===== config.mk =====
export PLATFORM = sky130hd
export DESIGN_NAME = svm_ctrl
export DESIGN_NICKNAME = d
export VERILOG_FILES = /design/src/rtl/svm_pkg.sv /design/src/rtl/svm_ctrl.sv
export SDC_FILE = /design/constraint.sdc
export NUM_CORES = 1
export LEC_CHECK = 0
export BUFFER_PORTS_ARGS = -buffer_cell sky130_fd_sc_hd__clkbuf_2
export CAP_MARGIN = 25
export CORE_AREA = 2 2 39 41
export CTS_CLUSTER_SIZE = 24
export DETAILED_ROUTE_END_ITERATION = 6
export DIE_AREA = 0 0 41 43
export GPL_ROUTABILITY_DRIVEN = 1
export SYNTH_ARGS = -nofsm -noshare
export SYNTH_HDL_FRONTEND = slang
export SYNTH_SLANG_ARGS = --single-unit

===== constraint.sdc =====
create_clock -name clk -period 2.11 [get_ports clk]
set_clock_uncertainty 0.05 [all_clocks]
set_input_delay 0.1055 -clock clk [delete_from_list [all_inputs] [get_ports clk]]
set_output_delay 0.1055 -clock clk [all_outputs]
set_load 0.01 [all_outputs]

===== src/rtl/svm_pkg.sv =====
package svm_pkg;

    typedef enum logic [2:0] {
        KIND_LOAD   = 3'd0,
        KIND_PLAY   = 3'd1,
        KIND_STOP   = 3'd2,
        KIND_VOLUME = 3'd3,
        KIND_PAN    = 3'd4,
        KIND_STEP   = 3'd5,
        KIND_TICK   = 3'd6
    } kind_t;

    typedef enum logic [2:0] {
        ST_IDLE,
        ST_EXEC,
        ST_SCAN,
        ST_ISSUE,
        ST_DRAIN,
        ST_RESULT
    } state_t;

    // Commands from the controller to the datapath.
    typedef struct packed {
        logic capture;
        logic exec_write;
        logic idx_clr;
        logic idx_inc;
        logic play_take;
        logic play_full;
        logic tick_issue;
        logic load_out;
    } ctrl_cmd_t;

    // Status from the datapath to the controller.
    typedef struct packed {
        kind_t kind;
        logic  idx_free;
        logic  idx_last;
        logic  pipe_busy;
        logic  out_free;
    } ctrl_stat_t;

    localparam int IN_W    = 96;
    localparam int OUT_W   = 56;
    localparam int ACC_W   = 40;
    localparam int Q14_ONE = 16384;
    localparam logic [16:0] POS_MAX = 17'h1FFFF;

endpackage


===== src/rtl/svm_ctrl.sv =====
module svm_ctrl (
    input  logic                clk,
    input  logic                rst_n,
    input  logic                in_valid,
    output logic                in_ready,
    input  svm_pkg::ctrl_stat_t stat,
    output svm_pkg::ctrl_cmd_t  cmd
);

    svm_pkg::state_t state_reg;
    svm_pkg::state_t state_next;

    always_ff @(posedge clk or negedge rst_n)
    begin
        if (!rst_n)
        begin
            state_reg <= svm_pkg::ST_IDLE;
        end
        else
        begin
            state_reg <= state_next;
        end
    end

    always_comb
    begin
        state_next = state_reg;
        cmd        = '0;
        in_ready   = 1'b0;
        unique case (state_reg)
            svm_pkg::ST_IDLE:
            begin
                in_ready = 1'b1;
                if (in_valid)
                begin
                    cmd.capture = 1'b1;
                    state_next  = svm_pkg::ST_EXEC;
                end
            end
            svm_pkg::ST_EXEC:
            begin
                cmd.idx_clr = 1'b1;
                unique case (stat.kind)
                    svm_pkg::KIND_PLAY: state_next = svm_pkg::ST_SCAN;
                    svm_pkg::KIND_TICK: state_next = svm_pkg::ST_ISSUE;
                    default:
                    begin
                        cmd.exec_write = 1'b1;
                        state_next     = svm_pkg::ST_IDLE;
                    end
                endcase
            end
            svm_pkg::ST_SCAN:
            begin
                priority if (stat.idx_free)
                begin
                    cmd.play_take = 1'b1;
                    state_next    = svm_pkg::ST_RESULT;
                end
                else if (stat.idx_last)
                begin
                    cmd.play_full = 1'b1;
                    state_next    = svm_pkg::ST_RESULT;
                end
                else
                begin
                    cmd.idx_inc = 1'b1;
                end
            end
            svm_pkg::ST_ISSUE:
            begin
                cmd.tick_issue = 1'b1;
                if (stat.idx_last)
                begin
                    state_next = svm_pkg::ST_DRAIN;
                end
                else
                begin
                    cmd.idx_inc = 1'b1;
                end
            end
            svm_pkg::ST_DRAIN:
            begin
                if (!stat.pipe_busy)
                begin
                    state_next = svm_pkg::ST_RESULT;
                end
            end
            svm_pkg::ST_RESULT:
            begin
                if (stat.out_free)
                begin
                    cmd.load_out = 1'b1;
                    state_next   = svm_pkg::ST_IDLE;
                end
            end
            default: state_next = svm_pkg::ST_IDLE;
        endcase
    end

    a_inc_not_last: assert property (@(posedge clk) disable iff (!rst_n)
        cmd.idx_inc |-> !stat.idx_last)
        else $error("voice index stepped past the last slot");

endmodule


# Yosys cells after proc, flatten, opt, wreduce, memory -nomap -nowiden
# Cells that the tools add are included.
dict set report op_classes {
  muxes 23
  reduce_logical 3
  n_eq_ne 12
}
# operator n
set op_table {}
lappend op_table {{$mux W3} 6}
lappend op_table {{$pmux W3 S6} 1}
lappend op_table {{$mux W1} 12}
lappend op_table {{$eq A3 B3 Y1 const B} 3}
lappend op_table {{$ne A2 B2 Y1 const B} 4}
lappend op_table {{$eq A3 B1 Y1 const B} 2}
lappend op_table {{$eq A3 B2 Y1 const B} 2}
lappend op_table {{$reduce_and A5 Y1} 1}
lappend op_table {{$mux W2} 2}
lappend op_table {{$pmux W2 S2} 1}
lappend op_table {{$logic_not A3 Y1} 1}
lappend op_table {{$ne A3 B3 Y1 const B} 1}
lappend op_table {{$pmux W1 S2} 1}
lappend op_table {{$reduce_or A2 Y1} 1}
dict set report totals {
  inputBits 10
  output_inout_bits 9
  reg_bits 3
  word_cells 39
}

# Depth between registers and ports, before layout
dict set report logic_depth {
  ltp_word 4
  mapped_depth 4
  depth_no_buf 3
}

# Worst setup path before layout
# No wires, ideal clock.
dict set report synth_timing {
  kind {flip-flop to output port}
  start {reg state_reg[2]}
  end {out cmd[2] (netlist name)}
  required_ns 1.954
  path_stages_with_launch 4
  n_path_buf 1
  slack_ns 0.787
  t_arrival_ns 1.167
  path_cell_list {dfrtp_1 buf_6 nand2b_1 nor4b_1}
}
# item line_no
set synth_lines {}
lappend synth_lines {{from (decl)} svm_ctrl.sv:10} ;# svm_pkg::state_t state_reg;
lappend synth_lines {{from (signal assigned)} svm_ctrl.sv:17} ;# state_reg <= svm_pkg::ST_IDLE;
lappend synth_lines {{from (signal assigned)} svm_ctrl.sv:21} ;# state_reg <= state_next;
lappend synth_lines {{to (decl)} svm_ctrl.sv:7} ;# output svm_pkg::ctrl_cmd_t cmd

==> flow_summary.yaml <==
drt:
  vias_per_cell: 4.548
  drc_errors: 0
  antenna_left: 0
  vias: 332
  dr.pass1.iters: 2
  wl_microns: 668
  drt_iter0_markers: 2
  wl_per_cell_microns: 9.151
yosys:
  yosys_register_bits: 3
  synthArstFlopShare: 1.000
  yosysWarnings: 0
  synth_fp_nets: 46
  synth_top_family_by_area: "simple AND/OR/NAND/NOR gates"
  synthCells: 36
  post_synth_mux_area_share: 0.03540
  synth-simple-area-share: 0.4381
  synth-adder-area-share: 0
  synth_compound_area_frac: 0.1903
  yosysTopAreaCellShare: 0.2655
  syn_area_sq_um: 282.8
  avgSynthCellArea_sq_um: 7.855
  synthTopCellsByCount: "nor2b_1, nor3_1"
  post_synth_num_cell_types: 20
  yosys-top-cells-area: "dfrtp_1, nor2b_1, nor3_1"
  ys_seq_area_frac: 0.2655
  yosys.area.top_type: "dfrtp_1"
  synth_edf_count: 0
  synth_ff_type: "dfrtp_1"
  synth-xor-area-share: 0
floorplan:
  die_w_microns: 41
  die_h_microns: 43
  start_util: 0.2043
  core_sq_um: 1384
  dieArea_sq_um: 1763
  fp-row-count: 14
  io_pins: 19
critical_path:
  cp_slowest_stage_delay_ns: 0.54
  crit_end: "cmd[4]"
  reg2reg_slack_ns: 0.64
  critPathTopFamily: "simple AND/OR/NAND/NOR gates"
  path_class: "reg2out"
  cp_max_fo: 13
  worst-path-stages: 3
  critPathSlowestCell: "dfrtp_1"
  cp.required_ns: 1.95
  r2r.worst_path.cells: 3
  timing.rr.end: "state_reg[0]"
  start_kind: "flip-flop"
  crit_path_start: "state_reg[1]"
  crit_chain: "or3b_1 -> nor2_1 -> clkbuf_2"
  path_buf_inv: 1
  cp.arrival_ns: 1.52
  worstSetupEndpointType: "output port"
  reg2reg_from: "state_reg[1]"
cts:
  postCtsSetupRepairBufs: 0
  postCtsHoldBufs: 1
  ctsResizeCount: 0
  cts.clk_slew.worst_paths_ns: 0.04
  clk_latency_ns: 0.23
  tritoncts: "done"
  clk_path_buf_depth: 2
  htreeDepth: 1
  cts-buffers-inserted: 3
  cts_sinks: 3
  root_buffer: "clkbuf_4"
finish:
  final-instance-count-excl-fill: 73
  area_growth_pct: 46.02
  finalInstanceArea_sq_um: 412.9
  final_nets: 68
  largest_reg_flops: 3
  post-route-util: 0.2984
  drive_above_1_share: 0.3860
  antennaDiodeCount: 0
placed_design:
  place_inst: 68
  dp_hpwl_microns: 548.2
  gpl.final_weighted_congestion: 0.6832
  port_buffers: 18
  placed_area_sq_um: 376.6
sta:
  fin_crit_ns: 1.677
  hold_viol: 0
  rsz0062_at_grt: "false"
  setup_viol: 0
  slew_headroom: 0.7581
  worst_pin_slew_ns: 0.3629
  tns_ns: 0
  fin_crit_sh: 0.7948
  maxSlewViolCount: 0
  max_freq_ghz: 0.5963
outcome:
  status: "completed"
power:
  leakage_uw: 0.0002099
  p_total_uw: 468.2
  p_per_area_nw_per_um2: 1134
  peakVddDrop_mv: 0.5463
hold_path:
  worstHoldPathType: "in2async"
flow_run:
  maxCapViolCount: 0
global_route:
  grt_max_degree: 14
  grt_pass1_wl_mm: 1.104
  overflow: 0
  antenna_found_initial: 0
  grt_pass1_vias: 275
  grt.total_usage: 0.09466
[layer usage]
layer | GRT usage | share of wire | vias to the layer above
li1 | - | - | 173
met1 | 0.1201 | 0.44 | 146
met2 | 0.1219 | 0.44 | 13
met3 | 0.07853 | 0.12 | 0
met4 | 0.02000 | 0 | 0
met5 | 0 | 0 | -
[worst reg2reg max path, cell delays in order (launching register included)]
cell and delay, ns:
dfrtp_1 0.54, or3b_1 0.43, o32a_1 0.17, o32a_1 0.17
[cells in the final DEF (no fill, tap or decap)]
cell type / count
a21o_1: 2
nor2_1: 3
o21ai_0: 1
nor4_1: 1
clkbuf_1: 1
nor3_1: 4
nor2b_1: 4
nand2_1: 3
clkbuf_2: 18
dfrtp_1: 3
nand3b_1: 1
clkbuf_4: 3
mux2i_1: 1
or3b_1: 1
nor4b_1: 1
nand2b_1: 3
o32a_1: 2
and2_1: 1
a22oi_1: 1
inv_2: 1
dlygate4sd3_1: 1
o22ai_1: 1
[cells by family after synthesis]
family,Yosys count
AOI/OAI and AO/OA,7
buffers and inverters,3
DFF,3
muxes,1
and+or+nand+nor,22
[through the flow]
| stage | hold slack (ns) | worst slack, ns |
|---|---|---|
| final | 0.1448 | 0.4329 |
| after global routing | 0.1454 | 0.3424 |
| after CTS | 0.1427 | 0.4234 |
| after detailed placement | -0.1429 | 0.6465 |
| after global placement | -0.1439 | 0.6823 |
| after floorplan | -0.2401 | 0.7871 |
[where the power goes]
| part | leakage (uW) | total, uW | switching [uW] | internal [uW] |
|---|---|---|---|---|
| clock network | 0.0000150 | 101 | 30.5 | 70.9 |
| registers | 0.0000381 | 138 | 56.9 | 80.9 |
| logic | 0.000157 | 229 | 110 | 119 |
| total | 0.000210 | 468 | 197 | 271 |
[worst min-delay path by stage]
stage,to,slack [ns],depth (start not counted)
after floorplan,state_reg[0],-0.24,0
after global placement,state_reg[2],-0.14,1
after detailed placement,state_reg[2],-0.14,1
after CTS,state_reg[0],0.14,2
after global routing,state_reg[0],0.15,2
final,state_reg[0],0.14,2
[final cells by class]
cell class / count / area, sq um
Tap cell: 16 / 20.02
Fill cell: 154 / 970.9
Timing Repair Buffer: 19 / 100.1
Clock buffer: 4 / 26.28
Inverter: 1 / 3.754
Sequential cell: 3 / 75.07
Multi-Input combinational cell: 30 / 187.7
No activity file was read; power rests on OpenSTA's default activity.
